[src/design/tte_pkg.sv]
package tte_pkg;

  // tap history depth
  localparam int TAP_DEPTH = 4;

  localparam int TIME_W   = 64;
  localparam int DIGIT_W  = 4;
  localparam int DIGITS   = TIME_W / DIGIT_W;
  localparam int BPM_W    = 10;
  localparam int US_W     = 24;
  localparam int CFG_W    = 24;
  localparam int CFG_IDX_W = 2;
  localparam int MODE_W   = 2;

  // tap count holds 0..TAP_DEPTH, history index 0..TAP_DEPTH-1
  localparam int CNT_W = $clog2(TAP_DEPTH + 1);
  localparam int IDX_W = $clog2(TAP_DEPTH);

  // beats per minute numerator, microseconds per minute
  localparam int NUM_W = 26;
  localparam logic [NUM_W-1:0] BPM_NUMERATOR = 26'd60000000;

  // sequencer counter covers both the digit passes and the rate division
  localparam int SEQ_W = $clog2((DIGITS > NUM_W) ? DIGITS : NUM_W);

  // item modes
  localparam logic [MODE_W-1:0] MODE_TAP    = 2'd0;
  localparam logic [MODE_W-1:0] MODE_SET    = 2'd1;
  localparam logic [MODE_W-1:0] MODE_UPDATE = 2'd2;
  localparam logic [MODE_W-1:0] MODE_STATUS = 2'd3;

  // register indexes
  localparam logic [CFG_IDX_W-1:0] CFG_MIN_BPM    = 2'd0;
  localparam logic [CFG_IDX_W-1:0] CFG_MAX_BPM    = 2'd1;
  localparam logic [CFG_IDX_W-1:0] CFG_TAP_TMO    = 2'd2;
  localparam logic [CFG_IDX_W-1:0] CFG_FLASH_DUR  = 2'd3;

  // reset values
  localparam logic [BPM_W-1:0] RST_MIN_BPM   = 10'd40;
  localparam logic [BPM_W-1:0] RST_MAX_BPM   = 10'd300;
  localparam logic [US_W-1:0]  RST_TAP_TMO   = 24'd2000000;
  localparam logic [US_W-1:0]  RST_FLASH_DUR = 24'd100000;
  localparam logic [BPM_W-1:0] RST_TEMPO     = 10'd120;

  // control of an iterative divider
  typedef struct packed {
    logic first;
    logic step;
  } step_ctl_t;

endpackage

[src/design/tap_tempo_bpm_estimator.sv]
// tap tempo estimator
// input channel (in_valid / in_stall) carries mode, now_us and new_bpm; an
// item is taken when in_valid is high and in_stall is low. every item gives
// exactly one result item on the output channel (out_valid / out_stall):
// the tempo in bpm, whether a tap produced a new estimate, and the flash.
// configuration goes through cfg_we / cfg_index / cfg_data; the user is to
// write it only while idle, which the block itself does not enforce.
// timing: all 64-bit time arithmetic runs one 4-bit digit per cycle, so a
// first pass computes the tap gap, the span of the history and the flash
// age. a tap that leaves two or more taps then divides the span by one less
// than the tap count (one digit per cycle) and divides 60000000 by that
// average (one quotient bit per cycle).
// one item is in work at a time; in_stall drops as the result is loaded, so
// a new item is taken only once the result of the last one is loaded.
// a stalled result holds in the output register; the next item may be taken
// and worked on meanwhile, and its result waits until the register frees.
// synchronous reset restores the register defaults, tempo 120, an empty tap
// history and the flash off.
module tap_tempo_bpm_estimator (
  input  logic                          clk,
  input  logic                          rst,
  // configuration
  input  logic                          cfg_we,
  input  logic [tte_pkg::CFG_IDX_W-1:0] cfg_index,
  input  logic [tte_pkg::CFG_W-1:0]     cfg_data,
  // input channel
  input  logic                          in_valid,
  output logic                          in_stall,
  input  logic [tte_pkg::MODE_W-1:0]    mode,
  input  logic [tte_pkg::TIME_W-1:0]    now_us,
  input  logic [tte_pkg::BPM_W-1:0]     new_bpm,
  // output channel
  output logic                          out_valid,
  input  logic                          out_stall,
  output logic [tte_pkg::BPM_W-1:0]     bpm,
  output logic                          updated,
  output logic                          flashing
);
  import tte_pkg::*;

  // sequencer states
  localparam logic [2:0] S_IDLE = 3'd0;
  localparam logic [2:0] S_PASS = 3'd1;
  localparam logic [2:0] S_EVAL = 3'd2;
  localparam logic [2:0] S_AVG  = 3'd3;
  localparam logic [2:0] S_RATE = 3'd4;
  localparam logic [2:0] S_FIN  = 3'd5;
  localparam logic [2:0] S_DONE = 3'd6;

  // configuration registers
  logic [BPM_W-1:0] min_bpm;
  logic [BPM_W-1:0] max_bpm;
  logic [US_W-1:0]  tap_timeout_us;
  logic [US_W-1:0]  flash_duration_us;

  // control state
  logic [2:0]       state;
  logic [SEQ_W-1:0] cnt;
  logic [CNT_W-1:0] taps_held;
  logic [BPM_W-1:0] tempo;
  logic             flash_on;

  // payload
  logic [TIME_W-1:0] tap_history [TAP_DEPTH];
  logic [TIME_W-1:0] now_sr;
  logic [TIME_W-1:0] flash_start;
  logic [US_W-1:0]   tmo_sr;
  logic [US_W-1:0]   dur_sr;
  logic [MODE_W-1:0] mode_r;
  logic [BPM_W-1:0]  new_bpm_r;
  logic              res_upd;
  logic              res_fl;

  logic in_take;
  logic out_free;
  logic pass_en;
  logic pass_first;
  logic last_pass_digit;

  // digit taps of the first pass
  logic [IDX_W-1:0]   last_idx;
  logic [DIGIT_W-1:0] now_d;
  logic [DIGIT_W-1:0] last_d;
  logic [DIGIT_W-1:0] first_d;
  logic [DIGIT_W-1:0] fs_d;
  logic [DIGIT_W-1:0] gap_d;
  logic [DIGIT_W-1:0] tot_d;
  logic [DIGIT_W-1:0] age_d;
  logic               tmo_carry;
  logic               dur_carry;

  // evaluation
  logic             tmo_hit;
  logic             young;
  logic [CNT_W-1:0] taps_eff;
  logic [CNT_W-1:0] taps_new;

  // dividers
  step_ctl_t         avg_ctl;
  step_ctl_t         rate_ctl;
  logic [TIME_W-1:0] avg_q;
  logic [NUM_W-1:0]  rate_q;
  logic              avg_big;
  logic              avg_zero;

  // min clamp first, then max
  function automatic logic [BPM_W-1:0] clamp_bpm(
    input logic [NUM_W-1:0] v,
    input logic [BPM_W-1:0] lo,
    input logic [BPM_W-1:0] hi
  );
    logic [NUM_W-1:0] w;
    w = (v < NUM_W'(lo)) ? NUM_W'(lo) : v;
    w = (w > NUM_W'(hi)) ? NUM_W'(hi) : w;
    return w[BPM_W-1:0];
  endfunction

  assign in_stall = (state != S_IDLE);
  assign in_take  = in_valid && !in_stall;
  assign out_free = !out_valid || !out_stall;

  assign pass_en         = (state == S_PASS);
  assign pass_first      = pass_en && (cnt == '0);
  assign last_pass_digit = (cnt == SEQ_W'(DIGITS - 1));

  // newest stored tap, and the oldest tap that survives this one
  assign last_idx = (taps_held == '0) ? '0 : IDX_W'(taps_held - 1'b1);
  assign now_d    = now_sr[DIGIT_W-1:0];
  assign fs_d     = flash_start[DIGIT_W-1:0];
  assign first_d  = (taps_held == CNT_W'(TAP_DEPTH)) ? tap_history[1][DIGIT_W-1:0]
                                                      : tap_history[0][DIGIT_W-1:0];

  always_comb begin
    last_d = tap_history[0][DIGIT_W-1:0];
    for (int i = 0; i < TAP_DEPTH; i++) begin
      if (last_idx == IDX_W'(i)) begin
        last_d = tap_history[i][DIGIT_W-1:0];
      end
    end
  end

  // gap since the last tap, checked against the timeout
  tte_dsub u_gap (
    .clk(clk), .first(pass_first), .en(pass_en),
    .a(now_d), .b(last_d), .d(gap_d), .carry()
  );
  tte_dsub u_tmo (
    .clk(clk), .first(pass_first), .en(pass_en),
    .a(tmo_sr[DIGIT_W-1:0]), .b(gap_d), .d(), .carry(tmo_carry)
  );

  // span of the history after this tap
  tte_dsub u_span (
    .clk(clk), .first(pass_first), .en(pass_en),
    .a(now_d), .b(first_d), .d(tot_d), .carry()
  );

  // flash age, checked against the flash duration
  tte_dsub u_age (
    .clk(clk), .first(pass_first), .en(pass_en),
    .a(now_d), .b(fs_d), .d(age_d), .carry()
  );
  tte_dsub u_dur (
    .clk(clk), .first(pass_first), .en(pass_en),
    .a(age_d), .b(dur_sr[DIGIT_W-1:0]), .d(), .carry(dur_carry)
  );

  // borrow out of timeout - gap means the gap is past the timeout
  assign tmo_hit  = (taps_held != '0) && !tmo_carry;
  // borrow out of age - duration means the flash is still young
  assign young    = !dur_carry;
  assign taps_eff = tmo_hit ? '0 : taps_held;
  assign taps_new = (taps_eff < CNT_W'(TAP_DEPTH)) ? taps_eff + 1'b1 : CNT_W'(TAP_DEPTH);

  // average interval: span over (taps - 1), then the bpm quotient
  assign avg_ctl.first  = (state == S_AVG) && (cnt == '0);
  assign avg_ctl.step   = (state == S_AVG);
  assign rate_ctl.first = (state == S_RATE) && (cnt == '0);
  assign rate_ctl.step  = (state == S_RATE);

  tte_avg_div u_avg (
    .clk(clk), .shift(pass_en), .din(tot_d), .ctl(avg_ctl),
    .divisor(taps_held - 1'b1), .quot(avg_q)
  );

  tte_rate_div u_rate (
    .clk(clk), .ctl(rate_ctl), .divisor(avg_q[NUM_W-1:0]), .quot(rate_q)
  );

  // an average of 2^26 or more gives a quotient of zero
  assign avg_big  = |avg_q[TIME_W-1:NUM_W];
  assign avg_zero = ~|avg_q;

  // control and configuration
  always_ff @(posedge clk) begin
    if (rst) begin
      min_bpm           <= RST_MIN_BPM;
      max_bpm           <= RST_MAX_BPM;
      tap_timeout_us    <= RST_TAP_TMO;
      flash_duration_us <= RST_FLASH_DUR;
      state             <= S_IDLE;
      cnt               <= '0;
      taps_held         <= '0;
      tempo             <= RST_TEMPO;
      flash_on          <= 1'b0;
      out_valid         <= 1'b0;
    end else begin
      if (cfg_we) begin
        unique case (cfg_index)
          CFG_MIN_BPM:   min_bpm           <= cfg_data[BPM_W-1:0];
          CFG_MAX_BPM:   max_bpm           <= cfg_data[BPM_W-1:0];
          CFG_TAP_TMO:   tap_timeout_us    <= cfg_data[US_W-1:0];
          CFG_FLASH_DUR: flash_duration_us <= cfg_data[US_W-1:0];
          default: ;
        endcase
      end

      if (out_valid && !out_stall) begin
        out_valid <= 1'b0;
      end

      unique case (state)
        S_IDLE: begin
          if (in_take) begin
            cnt   <= '0;
            state <= S_PASS;
          end
        end
        S_PASS: begin
          cnt <= cnt + 1'b1;
          if (last_pass_digit) begin
            state <= S_EVAL;
          end
        end
        S_EVAL: begin
          cnt   <= '0;
          state <= S_DONE;
          unique case (mode_r)
            MODE_TAP: begin
              flash_on  <= 1'b1;
              taps_held <= taps_new;
              if (taps_new >= CNT_W'(2)) begin
                state <= S_AVG;
              end
            end
            MODE_SET: begin
              tempo <= clamp_bpm(NUM_W'(new_bpm_r), min_bpm, max_bpm);
            end
            MODE_UPDATE: begin
              flash_on <= flash_on && young;
            end
            default: ;
          endcase
        end
        S_AVG: begin
          cnt <= cnt + 1'b1;
          if (last_pass_digit) begin
            cnt   <= '0;
            state <= S_RATE;
          end
        end
        S_RATE: begin
          cnt <= cnt + 1'b1;
          if (cnt == SEQ_W'(NUM_W - 1)) begin
            state <= S_FIN;
          end
        end
        S_FIN: begin
          tempo <= avg_zero ? max_bpm
                            : clamp_bpm(avg_big ? '0 : rate_q, min_bpm, max_bpm);
          state <= S_DONE;
        end
        S_DONE: begin
          if (out_free) begin
            out_valid <= 1'b1;
            state     <= S_IDLE;
          end
        end
        default: state <= S_IDLE;
      endcase
    end
  end

  // datapath registers
  always_ff @(posedge clk) begin
    if (in_take) begin
      mode_r    <= mode;
      new_bpm_r <= new_bpm;
      now_sr    <= now_us;
      tmo_sr    <= tap_timeout_us;
      dur_sr    <= flash_duration_us;
    end

    // rotate the time words a full turn during the pass
    if (pass_en) begin
      now_sr      <= {now_sr[DIGIT_W-1:0], now_sr[TIME_W-1:DIGIT_W]};
      flash_start <= {flash_start[DIGIT_W-1:0], flash_start[TIME_W-1:DIGIT_W]};
      tmo_sr      <= {{DIGIT_W{1'b0}}, tmo_sr[US_W-1:DIGIT_W]};
      dur_sr      <= {{DIGIT_W{1'b0}}, dur_sr[US_W-1:DIGIT_W]};
      for (int i = 0; i < TAP_DEPTH; i++) begin
        tap_history[i] <= {tap_history[i][DIGIT_W-1:0],
                           tap_history[i][TIME_W-1:DIGIT_W]};
      end
    end

    if (state == S_EVAL) begin
      res_upd <= 1'b0;
      case (mode_r)
        MODE_TAP: begin
          flash_start <= now_sr;
          res_fl      <= (flash_duration_us != '0);
          // append, or drop the oldest when the history is full
          for (int i = 0; i < TAP_DEPTH; i++) begin
            if (taps_eff == CNT_W'(TAP_DEPTH)) begin
              if (i == TAP_DEPTH - 1) begin
                tap_history[i] <= now_sr;
              end else begin
                tap_history[i] <= tap_history[i + 1];
              end
            end else if (taps_eff == CNT_W'(i)) begin
              tap_history[i] <= now_sr;
            end
          end
        end
        default: res_fl <= flash_on && young;
      endcase
    end

    if (state == S_FIN) begin
      res_upd <= 1'b1;
    end

    if (state == S_DONE && out_free) begin
      bpm      <= tempo;
      updated  <= res_upd;
      flashing <= res_fl;
    end
  end

endmodule

[src/design/tte_dsub.sv]
module tte_dsub (
  input  logic                        clk,
  input  logic                        first,
  input  logic                        en,
  input  logic [tte_pkg::DIGIT_W-1:0] a,
  input  logic [tte_pkg::DIGIT_W-1:0] b,
  output logic [tte_pkg::DIGIT_W-1:0] d,
  output logic                        carry
);
  import tte_pkg::*;

  logic               cin;
  logic [DIGIT_W:0]   sum;

  // a - b one digit at a time, lsb digit first; carry high means no borrow
  assign cin = first ? 1'b1 : carry;
  assign sum = {1'b0, a} + {1'b0, ~b} + {{DIGIT_W{1'b0}}, cin};
  assign d   = sum[DIGIT_W-1:0];

  always_ff @(posedge clk) begin
    if (en) begin
      carry <= sum[DIGIT_W];
    end
  end

endmodule

[src/design/tte_avg_div.sv]
module tte_avg_div (
  input  logic                        clk,
  input  logic                        shift,
  input  logic [tte_pkg::DIGIT_W-1:0] din,
  input  tte_pkg::step_ctl_t          ctl,
  input  logic [tte_pkg::CNT_W-1:0]   divisor,
  output logic [tte_pkg::TIME_W-1:0]  quot
);
  import tte_pkg::*;

  logic [TIME_W-1:0]  total;
  logic [CNT_W-1:0]   rem;
  logic [CNT_W-1:0]   rem_next;
  logic [DIGIT_W-1:0] qdig;

  // restoring division, one digit of the total per cycle, msb digit first
  always_comb begin
    logic [CNT_W:0] trial;
    rem_next = ctl.first ? '0 : rem;
    for (int k = DIGIT_W - 1; k >= 0; k--) begin
      trial = {rem_next, total[TIME_W - DIGIT_W + k]};
      if (trial >= {1'b0, divisor}) begin
        rem_next = CNT_W'(trial - {1'b0, divisor});
        qdig[k]  = 1'b1;
      end else begin
        rem_next = trial[CNT_W-1:0];
        qdig[k]  = 1'b0;
      end
    end
  end

  always_ff @(posedge clk) begin
    if (shift) begin
      total <= {din, total[TIME_W-1:DIGIT_W]};
    end else if (ctl.step) begin
      total <= {total[TIME_W-DIGIT_W-1:0], {DIGIT_W{1'b0}}};
      quot  <= {quot[TIME_W-DIGIT_W-1:0], qdig};
      rem   <= rem_next;
    end
  end

endmodule

[src/design/tte_rate_div.sv]
module tte_rate_div (
  input  logic                       clk,
  input  tte_pkg::step_ctl_t         ctl,
  input  logic [tte_pkg::NUM_W-1:0]  divisor,
  output logic [tte_pkg::NUM_W-1:0]  quot
);
  import tte_pkg::*;

  logic [NUM_W-1:0] rem;
  logic [NUM_W-1:0] num;
  logic [NUM_W-1:0] cur_rem;
  logic [NUM_W-1:0] cur_num;
  logic [NUM_W:0]   trial;
  logic             ge;

  // radix-2 restoring division of the per-minute constant, one bit a cycle
  assign cur_rem = ctl.first ? '0 : rem;
  assign cur_num = ctl.first ? BPM_NUMERATOR : num;
  assign trial   = {cur_rem, cur_num[NUM_W-1]};
  assign ge      = (trial >= {1'b0, divisor});

  always_ff @(posedge clk) begin
    if (ctl.step) begin
      rem  <= ge ? NUM_W'(trial - {1'b0, divisor}) : trial[NUM_W-1:0];
      num  <= {cur_num[NUM_W-2:0], 1'b0};
      quot <= {quot[NUM_W-2:0], ge};
    end
  end

endmodule

[config.mk]
export PLATFORM = sky130hd
export DESIGN_NAME = tap_tempo_bpm_estimator
export DESIGN_NICKNAME = d
export VERILOG_FILES = /design/src/design/tte_pkg.sv /design/src/design/tap_tempo_bpm_estimator.sv /design/src/design/tte_dsub.sv /design/src/design/tte_avg_div.sv /design/src/design/tte_rate_div.sv
export SDC_FILE = /design/constraint.sdc
export NUM_CORES = 2
export LEC_CHECK = 0
export BUFFER_PORTS_ARGS = -buffer_cell sky130_fd_sc_hd__buf_2
export CAP_MARGIN = 30
export CELL_PAD_IN_SITES_DETAIL_PLACEMENT = 1
export CELL_PAD_IN_SITES_GLOBAL_PLACEMENT = 2
export CORE_MARGIN = 4
export CORE_UTILIZATION = 30
export CTS_CLUSTER_DIAMETER = 200
export DETAILED_ROUTE_END_ITERATION = 7
export PLACE_DENSITY = 0.72
export SETUP_SLACK_MARGIN = 0.02
export SYNTH_ARGS = -nofsm -noshare
export SYNTH_HDL_FRONTEND = slang
export SYNTH_HIERARCHICAL = 1
export SYNTH_SLANG_ARGS = --single-unit
[constraint.sdc]
create_clock -name clk -period 15 [get_ports clk]
set_input_delay 3 -clock clk [delete_from_list [all_inputs] [get_ports clk]]
set_output_delay 3 -clock clk [all_outputs]
set_load 0.02 [all_outputs]
==> impl_metrics.csv <==
group,metric,value,unit
clocking,postCtsSetupBuffers,0,
critical_path,critPathLaunchType,"flip-flop",
synthesis,yosysWarnings,6,
grt,grt_use_met1,22.8,%
critical_path,r2r_setup_slack,7190,ps
cells_and_area,final_common_cell,"nand2_1",
cells_and_area,num_antenna_cells,0,
floorplan,pin_count,121,
detailed_routing,antenna_left,0,
detailed_routing,drt_wl_total,103000,um
clocking,clockRootBuffer,"clkbuf_16",
critical_path,cp_common_cell,"ha_1",
grt,first_global_vias,26800,
grt,overflow,0,
detailed_routing,route.detailed.drc,0,
sta,rsz0062_at_grt,"no",
clocking,clock_sinks,754,
clocking,insertion_delay,680,ps
sta,fin_skew,22.0,ps
critical_path,critical_path_required,15410,ps
critical_path,cp.arrival,8230,ps
grt,gr-max-usage-layer,"met2",
critical_path,critPathKind,"reg -> reg",
floorplan,die_w,357,um
clocking,clock_path_buffers,3,
critical_path,cp-end-kind,"flip-flop",
detailed_routing,route.vias.total,25800,
sta,fin_hold_ws,426,ps
floorplan,core,120000,um^2
cells_and_area,drive_gt1_share,14.7,%
grt,grt_max_degree,105,
cells_and_area,fill_cells,13400,
sta,fmax,128,MHz
detailed_routing,avgRoutedWirePerCell,19.8,um
sta,tns,0,ps
detailed_routing,via_per_inst,4.94,
sta,slew_headroom,32.4,%
cells_and_area,final_cell_mix,"nand2_1 (879), edfxtp_1 (590), nor2_1 (331)",
flow_run,max-cap-violations,0,
min_path,hold_class,"reg -> reg",
synthesis,synth_area,36500,um^2
synthesis,syn_nets,3694,
sta,layout_min_cycle_time,7810,ps
detailed_routing,detail_route.first_pass.iterations,5,
place,dp_hpwl,66200,um
place,port_buffers,120,
cells_and_area,syn_to_final_growth,14.7,%
sta,final_hold_viol_count,0,
power,power_per_cell_area,206,nW/um^2
floorplan,row_count,127,
floorplan,die-area,127000,um^2
clocking,cts_hold_buf,0,
outcome,status,"complete, no violations",
clocking,clk_pin_slew,60,ps
critical_path,max_stage_delay,650,ps
grt,use_met2,25.7,%
grt,antenna_found_initial,4,
place,gp_congestion,0.789,
floorplan,dieHeight,357,um
critical_path,path_max_fanout,13,
sta,worst_slew_pin_slew,1010,ps
cells_and_area,fin_util,34.8,%
grt,gr-usage-all-layers,16.0,%
synthesis,postSynthCellCount,3473,
synthesis,syn_avg_cell_area,10.5,um^2
power,peakVddDrop,81.5,uV
clocking,htreeDepth,3,
sta,min_period_over_period,52.1,%
detailed_routing,drt-initial-drc-count,1602,
power,power.leakage,16.2,nW
floorplan,start_util,30.3,%
critical_path,slowest_stage,"or4b_2",
sta,finalSetupViolations,0,
grt,met3_usage,2.38,%
grt,grt_pass1_wl,161000,um
cells_and_area,fin_nets,3744,
sta,finalMaxSlewViolations,0,
clocking,ctsResizeCount,0,
clocking,cts_buffers,92,
clocking,cts_tree,"yes",
==> final cells by class <==
type | instances | area (um^2) | area share, %
flip-flops and latches | 754 | 21000 | 50.2
multi-input cells | 2413 | 14400 | 34.4
clock buffers | 122 | 2450 | 5.87
well taps | 1612 | 2020 | 4.82
repair buffers | 161 | 1010 | 2.41
clock inverters | 49 | 564 | 1.35
inverters | 101 | 387 | 0.925
==> registers in the layout (all words and copies together) (netlist names), 17 cells and up <==
name               flops
u_rate/num            17
u_avg/total           64
tap_history          256
now_sr                64
u_rate/rem            26
u_rate/quot           26
flash_start           64
flash_duration_us     24
tmo_sr                24
u_avg/quot            64
tap_timeout_us        24
dur_sr                24
==> where the power goes <==
group	switching, mW	leakage, nW	total, mW	internal (mW)
logic	1.55	7.81	2.53	0.976
registers	0.540	6.87	3.84	3.30
clock network	0.926	1.48	2.23	1.30
==> path summary, 6_finish.rpt <==
kind           from           end  depth (start not counted)
max          cnt[0]  u_avg/rem[1]                         29
min          res_fl      flashing                          0
max reg2reg  cnt[0]  u_avg/rem[1]                         29
min reg2reg  res_fl      flashing                          0
==> critical path, delay by kind of cell (launching register included) <==
kind	cells	cell delay [ps]
mux	1	190
buf+inv	3	400
fa+ha+maj	5	1350
compound gates	12	3120
simple gates	8	2140
flops	1	340
==> through the flow <==
step                      instances  setup slack [ps]  instance area, um^2  total power [mW]
final                          5212              7190                41800              8.60
after global routing           5212              6720                41800              9.15
after CTS                      5212              7190                41800              8.72
after detailed placement       5041              7200                38800              6.43
after global placement         5034              7350                38600              6.36
after floorplan                3473              8150                36500              5.58
==> metal layers <==
| metal | wire [um] | part of all wire (%) |
|---|---|---|
| met1 | 50500 | 49 |
| met2 | 47300 | 46 |
| met3 | 3660 | 3.5 |
| met4 | 1820 | 1.8 |
| met5 | 12 | 0.012 |
Note: power is estimated with default switching activity, not from simulation.
